<file path="src/hdl/imuf_pkg.sv">
// imuf_pkg: shared constants, types and helpers for the IMU serial frame decoder.
// No dependencies; imported by imuf_scale, imu_serial_frame_decoder_top and the bench.
package imuf_pkg;

   localparam logic [7:0] HDR_BYTE   = 8'h55;
   localparam logic [7:0] TYPE_ACC   = 8'h51;
   localparam logic [7:0] TYPE_RATE  = 8'h52;
   localparam logic [7:0] TYPE_ANGLE = 8'h53;

   localparam logic [1:0] KIND_ACC   = 2'd0;
   localparam logic [1:0] KIND_RATE  = 2'd1;
   localparam logic [1:0] KIND_ANGLE = 2'd2;

   localparam int BYTE_W  = 8;
   localparam int WORD_W  = 17;   // 16-bit word plus sign, covers signed and unsigned words
   localparam int SCALE_W = 12;
   localparam int AXIS_W  = 27;
   localparam int PROD_W  = WORD_W + SCALE_W;
   localparam int RSP_W   = 88;   // 2 + 3*27 = 83 bits, padded to whole bytes

   localparam logic signed [SCALE_W-1:0] SCALE_ACC   = 12'sd16;
   localparam logic signed [SCALE_W-1:0] SCALE_RATE  = 12'sd2000;
   localparam logic signed [SCALE_W-1:0] SCALE_ANGLE = 12'sd180;

   typedef struct packed {
      logic [1:0]               kind;
      logic signed [WORD_W-1:0] word_x;
      logic signed [WORD_W-1:0] word_y;
      logic signed [WORD_W-1:0] word_z;
   } frame_type;

   function automatic logic signed [SCALE_W-1:0] scale_of(input logic [1:0] kind);
      logic signed [SCALE_W-1:0] s;
      unique case (kind)
         KIND_ACC:   s = SCALE_ACC;
         KIND_RATE:  s = SCALE_RATE;
         KIND_ANGLE: s = SCALE_ANGLE;
         default:    s = '0;
      endcase
      return s;
   endfunction

endpackage

</file>
<file path="src/hdl/imu_serial_frame_decoder_top.sv">
// imu_serial_frame_decoder_top: IMU serial frame parser with additive checksum.
// Depends on imuf_pkg, imuf_byte_cell and imuf_scale.
//
// Usage:
//   req_*  one received serial byte per request. Any byte is taken while the block
//          waits for header 0x55; after the header the next FRAME_LEN-1 bytes
//          complete the frame, with no resync inside a frame.
//   rsp_*  one request per good frame (checksum matches, type 0x51/0x52/0x53):
//          frame kind and three axis values scaled by 16, 2000 or 180, 15 fraction
//          bits. Bad or unknown frames produce nothing.
// Throughput: one byte per cycle while req_tready is high. Bytes shift through a row
//   of FRAME_LEN-1 byte cells while a running sum tracks the checksum.
// Result path: on the checksum byte a good frame is captured in the decode register,
//   then multiplied into the output register.
// Stall: bytes keep flowing while a result waits in the output register; req_tready
//   drops only when both the decode register and the output register are full.
// Reset: synchronous, active high; returns to header search, clears valid flags.
//   The byte cells are not reset.
module imu_serial_frame_decoder_top #(
   parameter int FRAME_LEN = 11
) (
   input  logic        clock,
   input  logic        reset,
   input  logic        req_tvalid,
   output logic        req_tready,
   input  logic [7:0]  req_tdata,   // [7:0] rx_byte
   output logic        rsp_tvalid,
   input  logic        rsp_tready,
   output logic [87:0] rsp_tdata    // [1:0] frame_kind, [28:2] axis_x, [55:29] axis_y,
                                    // [82:56] axis_z, [87:83] zero
);
   import imuf_pkg::*;

   localparam int NCELL = FRAME_LEN - 1;
   localparam int CNT_W = $clog2(FRAME_LEN);
   localparam logic [CNT_W-1:0] LAST_IDX = CNT_W'(FRAME_LEN - 1);

   logic             req_acc;
   logic             is_hdr;
   logic             last_byte;
   logic             shift_en;
   logic             in_frame_ff, in_frame_in;
   logic [CNT_W-1:0] count_ff, count_in;
   logic [7:0]       sum_ff, sum_in;

   logic [7:0] cell_q [NCELL];
   logic [7:0] db [8];

   logic       known;
   logic [1:0] kind;
   logic       sgn;

   logic      s1_valid_ff, s1_valid_in;
   frame_type s1_ff, s1_in;
   logic      s1_take;

   assign req_acc   = req_tvalid & req_tready;
   assign is_hdr    = (req_tdata == HDR_BYTE);
   assign last_byte = in_frame_ff & (count_ff == LAST_IDX);
   assign shift_en  = req_acc & (in_frame_ff | is_hdr) & ~last_byte;

   // byte shift line: newest byte in cell 0, header ends up in the far cell
   genvar k;
   generate
      for (k = 0; k < NCELL; k++) begin : g_cell
         if (k == 0) begin : g_head
            imuf_byte_cell u_cell (
               .clock    (clock),
               .shift_en (shift_en),
               .byte_in  (req_tdata),
               .byte_out (cell_q[k])
            );
         end else begin : g_body
            imuf_byte_cell u_cell (
               .clock    (clock),
               .shift_en (shift_en),
               .byte_in  (cell_q[k-1]),
               .byte_out (cell_q[k])
            );
         end
      end
      // frame byte i sits in cell NCELL-1-i; indexes at or past the checksum read zero
      for (k = 0; k < 8; k++) begin : g_db
         if (k < NCELL) begin : g_have
            assign db[k] = cell_q[NCELL-1-k];
         end else begin : g_none
            assign db[k] = 8'h00;
         end
      end
   endgenerate

   always_comb begin
      in_frame_in = in_frame_ff;
      count_in    = count_ff;
      sum_in      = sum_ff;
      if (req_acc) begin
         if (!in_frame_ff) begin
            if (is_hdr) begin
               in_frame_in = 1'b1;
               count_in    = CNT_W'(1);
               sum_in      = HDR_BYTE;
            end
         end else if (last_byte) begin
            in_frame_in = 1'b0;
            count_in    = '0;
         end else begin
            count_in = count_ff + CNT_W'(1);
            sum_in   = sum_ff + req_tdata;
         end
      end
   end

   always_comb begin
      known = 1'b1;
      kind  = KIND_ACC;
      unique case (db[1])
         TYPE_ACC:   kind = KIND_ACC;
         TYPE_RATE:  kind = KIND_RATE;
         TYPE_ANGLE: kind = KIND_ANGLE;
         default:    known = 1'b0;
      endcase
   end

   assign sgn = (kind != KIND_ANGLE);

   always_comb begin
      s1_in.kind   = kind;
      s1_in.word_x = {sgn & db[3][7], db[3], db[2]};
      s1_in.word_y = {sgn & db[5][7], db[5], db[4]};
      s1_in.word_z = {sgn & db[7][7], db[7], db[6]};
   end

   always_comb begin
      s1_valid_in = s1_valid_ff;
      if (req_acc && last_byte && (sum_ff == req_tdata) && known) begin
         s1_valid_in = 1'b1;
      end else if (s1_take) begin
         s1_valid_in = 1'b0;
      end
   end

   always_ff @(posedge clock) begin
      if (reset) begin
         in_frame_ff <= 1'b0;
         count_ff    <= '0;
         s1_valid_ff <= 1'b0;
      end else begin
         in_frame_ff <= in_frame_in;
         count_ff    <= count_in;
         s1_valid_ff <= s1_valid_in;
      end
   end

   always_ff @(posedge clock) begin
      sum_ff <= sum_in;
      if (req_acc && last_byte) begin
         s1_ff <= s1_in;
      end
   end

   assign req_tready = ~s1_valid_ff | s1_take;

   imuf_scale u_scale (
      .clock      (clock),
      .reset      (reset),
      .frm_valid  (s1_valid_ff),
      .frm        (s1_ff),
      .frm_take   (s1_take),
      .rsp_tvalid (rsp_tvalid),
      .rsp_tready (rsp_tready),
      .rsp_tdata  (rsp_tdata)
   );

   a_count_range: assert property (@(posedge clock) disable iff (reset)
      count_ff <= LAST_IDX)
      else $error("byte count past frame end");

   a_idle_count: assert property (@(posedge clock) disable iff (reset)
      !in_frame_ff |-> count_ff == '0)
      else $error("byte count nonzero while waiting for header");

   a_s1_hold: assert property (@(posedge clock) disable iff (reset)
      s1_valid_ff && !s1_take |=> s1_valid_ff && $stable(s1_ff))
      else $error("decoded frame lost while output stalled");

   a_frame_end: assert property (@(posedge clock) disable iff (reset)
      req_acc && last_byte |=> !in_frame_ff)
      else $error("frame did not close after checksum byte");

   a_kind_known: assert property (@(posedge clock) disable iff (reset)
      s1_valid_ff |-> s1_ff.kind != 2'd3)
      else $error("decoded frame with unused kind");

endmodule

</file>
<file path="src/hdl/imuf_byte_cell.sv">
// imuf_byte_cell: one stage of the frame byte shift line.
// Holds one received byte and passes it to the next cell on each shift. No dependencies.
module imuf_byte_cell (
   input  logic       clock,
   input  logic       shift_en,
   input  logic [7:0] byte_in,
   output logic [7:0] byte_out
);

   logic [7:0] byte_ff;
   logic [7:0] byte_in_mux;

   assign byte_in_mux = shift_en ? byte_in : byte_ff;

   always_ff @(posedge clock) begin
      byte_ff <= byte_in_mux;
   end

   assign byte_out = byte_ff;

endmodule

</file>
<file path="src/hdl/imuf_scale.sv">
// imuf_scale: multiplies the three axis words by the frame's scale and holds the
// result in the output register. Depends on imuf_pkg.
module imuf_scale (
   input  logic                clock,
   input  logic                reset,
   input  logic                frm_valid,
   input  imuf_pkg::frame_type frm,
   output logic                frm_take,
   output logic                rsp_tvalid,
   input  logic                rsp_tready,
   output logic [87:0]         rsp_tdata
);
   import imuf_pkg::*;

   logic signed [SCALE_W-1:0] scale;
   logic signed [PROD_W-1:0]  prod_x;
   logic signed [PROD_W-1:0]  prod_y;
   logic signed [PROD_W-1:0]  prod_z;

   logic              valid_ff, valid_in;
   logic [1:0]        kind_ff;
   logic [AXIS_W-1:0] x_ff, y_ff, z_ff;

   assign scale  = scale_of(frm.kind);
   assign prod_x = PROD_W'(frm.word_x) * PROD_W'(scale);
   assign prod_y = PROD_W'(frm.word_y) * PROD_W'(scale);
   assign prod_z = PROD_W'(frm.word_z) * PROD_W'(scale);

   // output register frees up when empty or being taken this cycle
   assign frm_take = frm_valid & (~valid_ff | rsp_tready);

   always_comb begin
      valid_in = valid_ff;
      if (frm_take) begin
         valid_in = 1'b1;
      end else if (rsp_tready) begin
         valid_in = 1'b0;
      end
   end

   always_ff @(posedge clock) begin
      if (reset) begin
         valid_ff <= 1'b0;
      end else begin
         valid_ff <= valid_in;
      end
   end

   always_ff @(posedge clock) begin
      if (frm_take) begin
         kind_ff <= frm.kind;
         x_ff    <= prod_x[AXIS_W-1:0];
         y_ff    <= prod_y[AXIS_W-1:0];
         z_ff    <= prod_z[AXIS_W-1:0];
      end
   end

   assign rsp_tvalid = valid_ff;
   assign rsp_tdata  = {5'b0, z_ff, y_ff, x_ff, kind_ff};

endmodule

</file>
<file path="config.mk">
export PLATFORM = sky130hd
export DESIGN_NAME = imu_serial_frame_decoder_top
export DESIGN_NICKNAME = d
export VERILOG_FILES = /design/src/hdl/imuf_pkg.sv /design/src/hdl/imu_serial_frame_decoder_top.sv /design/src/hdl/imuf_byte_cell.sv /design/src/hdl/imuf_scale.sv
export SDC_FILE = /design/constraint.sdc
export NUM_CORES = 1
export LEC_CHECK = 0
export ABC_CLOCK_PERIOD_IN_PS = 34000
export BUFFER_PORTS_ARGS = -buffer_cell sky130_fd_sc_hd__clkbuf_2
export CORE_MARGIN = 2
export CORE_UTILIZATION = 55
export DETAILED_ROUTE_END_ITERATION = 12
export PLACE_DENSITY = 0.72
export SETUP_SLACK_MARGIN = 0.3
export SLEW_MARGIN = 10
export SYNTH_ARGS = -nofsm -noshare
export SYNTH_HDL_FRONTEND = slang
export SYNTH_HIERARCHICAL = 1
export SYNTH_SLANG_ARGS = --single-unit
</file>
<file path="constraint.sdc">
create_clock -name clock -period 34 [get_ports clock]
set_input_delay 6.8 -clock clock [delete_from_list [all_inputs] [get_ports clock]]
set_output_delay 6.8 -clock clock [all_outputs]
set_load 0.01 [all_outputs]
</file>
* Word-level counts from Yosys, hierarchy flattened
Cells that the tools add are included.
** Storage, ports and cells
- Register bits :: 223
- Bits of input ports :: 12
** Operators by class
- $add $sub $neg :: 2
- $mul :: 3
- Eq/ne operators :: 10
- Muxes and demuxes :: 16
- Bitwise operators :: 14
- Reductions and logical operators :: 10
** Operator list (number)
- multiplier 17 x 12 -> 27 bit :: 3
- one-hot mux 11 bit (3 select lines) :: 1
- equality test 8 x 7 -> 1 bit, second input constant :: 4
- 2-to-1 mux 8 bit :: 3
- 2-to-1 mux 4 bit :: 3
- adder 8 bit :: 1
- bitwise AND 1 bit :: 8
- equality test 8 bit :: 1
- 2-to-1 mux 1 bit :: 8
- nonzero test 2 bit :: 3
- adder 4 x 1 -> 4 bit, second input constant :: 1
- equality test 4 bit, second input constant :: 1
- inequality test 2 bit, second input constant :: 2
- one-hot mux 2 bit (2 select lines) :: 1
- logical AND 1 bit :: 3
- inverter 1 bit :: 3
- bitwise OR 1 bit :: 3
- AND reduction 3 bit :: 1
- OR reduction 3 bit :: 1
- equality test 2 x 1 -> 1 bit, second input constant :: 1
- equality test 2 bit, second input constant :: 1
- zero test 2 bit :: 1
- AND reduction 2 bit :: 1

* Longest topological paths before layout
- Depth in word-level cells :: 9
- Gate-level depth with buffers :: 24
- Mapped depth without buffers :: 22

* By module
The synthesis kept the hierarchy.
** Modules (own cells, without submodules)
- imuf_scale :: times used 1, cells each 1922, area each 17979.7 um^2, seq. area each 2332.2 um^2
- imu_serial_frame_decoder_top :: times used 1, cells each 165, area each 2638.8 um^2, seq. area each 1951.9 um^2
- imuf_byte_cell :: times used 9, cells each 8, area each 240.2 um^2, seq. area each 240.2 um^2

* Least setup slack after synthesis
No wires, ideal clock.
- Kind :: in2out
- From :: input port rsp_tready
- To :: output port req_tready
- Arrival time :: 13.035 ns
- Required time :: 27.200 ns
- Slack :: 14.165 ns
- Stages :: 3
- Buffers on the path :: 0
- Cell sequence :: inv_1 -> a21boi_0 -> nand2b_1
** On the way
- Longest elaborated chain between the ends :: 3
** RTL lines
- start, declared :: RTL line imu_serial_frame_decoder_top.sv:28 : input logic rsp_tready,
- bitwise OR 1 bit :: RTL line imuf_scale.sv:30 : assign frm_take = frm_valid & (~valid_ff | rsp_tready);
- bitwise AND 1 bit :: RTL line imuf_scale.sv:30
- net s1_take :: RTL line imu_serial_frame_decoder_top.sv:55 : logic s1_take;
- bitwise OR 1 bit :: RTL line imu_serial_frame_decoder_top.sv:161 : assign req_tready = ~s1_valid_ff | s1_take;
- end, declared :: RTL line imu_serial_frame_decoder_top.sv:25 : output logic req_tready,
The timed path passes the listed nets, and every way through them passes these cells.

* Worst setup path after layout
Same ends and word-level chain as after synthesis.

==> metrics.md <==
| Metric | Value |
|---|---|
| Run status | `completed` |
| NumNets Final | `2,754` |
| Sum Neg Setup Slack | `0 ns` |
| Multiplexer share of the synthesized area | `0.002197` |
| Worst Hold Margin | `0.4199 ns` |
| Basic-gate share of the synthesized area counting and, or, nand and nor cells | `0.1114` |
| Share of the clock period used by the worst path after layout | `0.4321` |
| Wire length of the first global-routing pass | `72,020 um` |
| Horizontal die dimension | `207.5 um` |
| Count of flip-flops with a built-in enable after synthesis | `210` |
| Proportion of synthesized flip-flops having asynchronous set or reset | `0` |
| Global routing usage summed across all routing layers | `0.2008` |
| Layout Skew | `0.01989 ns` |
| Area used by sequential logic in the layout | `6446 sq um` |
| Syn. warnings | `6` |
| Final max-slew violation count | `0` |
| FILL cells | `3,318` |
| Clock network latency to the later pin of the worst-skew pair | `0.56 ns` |
| Vias in the first global route | `15,099` |
| Least-Margin Pin Slew | `0.9015 ns` |
| Antenna cell count | `0` |
| Clock slew at the register clock pins of the worst setup and hold paths | `0.06 ns` |
| Most used cells in the layout excluding fill and tap cells | `inv_1 (506), fa_1 (277), ha_1 (246)` |
| Clock tree from TritonCTS | `yes` |
| Category of the most critical setup path | `in2out` |
| Compound-Gate Fraction of Synth Area | `0.05696` |
| Commonest non-fill, non-tap cell in the layout | `inv_1` |
| Number of vias per cell | `5.166` |
| Largest family of logic cells by synthesized area | `adder cells` |
| Via count of the routed design | `14,299` |
| Final count of negative-setup-slack endpoints | `0` |
| Inserted Clock Buffers | `25` |
| Maximum clock rate | `68.06 MHz` |
| Data required time at the worst endpoint | `27.20 ns` |
| Post-CTS setup repair buffer count | `0` |
| Total iterations of the first detailed-routing run | `5` |
| Post-Syn Area per Cell | `10.55 sq um` |
| Startpoint type of the worst setup path | `input port` |
| Area growth from synthesis to layout | `7.497%` |
| Post-layout min period | `14.69 ns` |
| Fraction of final layout cells sized beyond drive strength 1 | `0.07156` |
| Highest fanout seen on the critical path | `34` |
| Die ar. | `43,060 sq um` |
| I/O pin count | `102` |
| Number of instances in the synthesized netlist | `2,159` |
| Count of routing violations after the opening detailed-route iteration | `724` |
| Post-synthesis cell type count | `71` |
| Final Hold Fails | `0` |
| Drt total wl | `41,240 um` |
| Endpoint class of the critical path | `output pin` |
| Clock sink count | `217` |
| Max Cap Violations | `0` |
| Number of port buffers | `90` |
| HPWL after DPL | `32,800 um` |
| H-tree level count | `1` |
| Arrival time of data at the critical path endpoint | `7.89 ns` |
| Parity-gate share of the synthesized area counting xor and xnor cells | `0.06053` |
| Area of the multi-input gates | `14,170 sq um` |
| Initial standard-cell utilization of the core | `0.5579` |
| Bufs on Longest Clock Path | `3` |
| Predominant post-synthesis flop cell | `edfxtp_1` |
| Cts-stage hold buffer count | `0` |
| Initial antenna violation count | `0` |
| Proportion of synthesized chip area in sequential cells | `0.2830` |
| GRT Residual Overflow | `0` |
| Maximum resistive drop on vdd | `0.03414 mV` |
| Root buf cell | `clkbuf_16` |
| Worst rel slew slack | `0.3990` |
| Final routed DRC violation total | `0` |
| Placeable core region | `40,830 sq um` |
| RSZ-0062 raised after global routing | `false` |
| Chip Height | `207.5 um` |
| Power density relative to cell area | `22.71 nW/um^2` |
| Count of instances resized after the clock tree is built | `0` |
| Pin count of the biggest net entering global routing | `87` |
| Average wire per cell in the routed design | `14.90 um` |
| Summed instance area of the synthesized netlist | `22,780 sq um` |
| Leak | `0.01172 uW` |
| Worst Hold Class | `reg2reg` |
| Antenna Violating Nets Remaining | `0` |
| Adder-cell share of the synthesized area | `0.3875` |
| Gpl congestion | `0.8525` |
| Row Count | `74` |
| Flip-flop and latch count after synthesis | `217` |
==> synthesized netlist by cell type, types with 5 or more instances <==
cell type,n,area share
nor3_1,16,0.0035
o21a_1,18,0.0059
and2_1,115,0.032
nand4_1,6,0.0016
maj3_1,18,0.0079
nand2_1,88,0.015
and3_1,27,0.0074
dfxtp_1,7,0.0062
nor2b_1,108,0.030
o21bai_1,6,0.0020
a211oi_1,15,0.0049
nand2b_1,15,0.0041
ha_1,248,0.14
buf_4,11,0.0036
xnor2_1,85,0.033
nor2_1,52,0.0086
clkbuf_1,60,0.0099
edfxtp_1,210,0.28
o21ai_0,40,0.0088
a21o_1,15,0.0049
xor2_1,68,0.026
fa_1,277,0.24
a21oi_1,54,0.012
mux2i_1,5,0.0022
inv_1,506,0.083
o211ai_1,5,0.0016
nand3_1,9,0.0020
==> critical path, cell delays in order <==
cell	delay [ns]
clkbuf_2	0.08
inv_1	0.07
a21boi_4	0.15
buf_4	0.39
nand2b_1	0.25
clkbuf_2	0.16
==> per-stage QoR <==
| step | power (uW) | area, sq um | setup slack, ns | std cells | util |
|---|---|---|---|---|---|
| after floorplan | 298.7 | 22820 | 14.16 | 2169 | - |
| after global placement | 299.5 | 23690 | 19.32 | 2722 | 0.5802 |
| after detailed placement | 299.8 | 23690 | 19.28 | 2722 | 0.5802 |
| after CTS | 563.6 | 24490 | 19.28 | 2768 | 0.5997 |
| after global routing | 574.7 | 24490 | 19.19 | 2768 | 0.5997 |
| final | 556.1 | 24490 | 19.31 | 2768 | 0.5997 |
==> state kept, by name, indices dropped and copies added (netlist names) <==
name	cells
u_scale/x_ff	25
sum_ff	8
count_ff	4
u_scale/z_ff	25
u_scale/kind_ff	2
s1_ff	53
u_scale/rsp_tvalid	1
g_cell.g_head.u_cell/byte_out	8
g_cell.g_body.u_cell/byte_out	64
u_scale/y_ff	25
s1_valid_ff	1
in_frame_ff	1
==> power breakdown <==
| part | switching, uW | total [uW] | internal [uW] |
|---|---|---|---|
| registers | 0.0938 | 289 | 289 |
| clock network | 116 | 262 | 146 |
| logic | 3.44 | 5.19 | 1.74 |
==> cell families (layout without fill, tap and decap cells) <==
kind of cell    Yosys count  in the layout
flops                   217            217
fa+ha+maj               543            543
mux                       5              5
simple gates            459            459
xor+xnor                155            155
compound gates          196            196
buf+inv                 583            650
other cells               1             11
==> path summary, 6_finish.rpt <==
check / startpoint / endpoint / slack, ns / cells past startpoint
worst max-delay path: rsp_tready / req_tready / 19.31 / 6
worst min-delay path: g_cell[1].g_body.u_cell/byte_out[4] / g_cell[2].g_body.u_cell/byte_out[4] / 0.42 / 0
worst max register to register: s1_ff[51] / u_scale/z_ff[26] / 26.81 / 19
worst min register to register: g_cell[1].g_body.u_cell/byte_out[4] / g_cell[2].g_body.u_cell/byte_out[4] / 0.42 / 0
==> layout make-up <==
cell class                      count  share of cell area
Clock buffer                       27             0.02585
Tap cell                          532             0.02718
Timing Repair Buffer               98             0.02085
Clock inverter                     19            0.006795
Sequential cell                   217              0.2632
Inverter                          506             0.07756
Multi-Input combinational cell   1369              0.5785
==> metal layers <==
| layer | track usage | vias to the layer above | share of wire |
|---|---|---|---|
| met2 | 0.3524 | 249 | 0.50 |
| met3 | 0.02526 | 50 | 0.043 |
| met4 | 0.04901 | 0 | 0.020 |
| met5 | 0 | - | 0 |
| met1 | 0.2655 | 7087 | 0.43 |
| li1 | - | 6913 | - |
(Power assumes the default switching activity.)
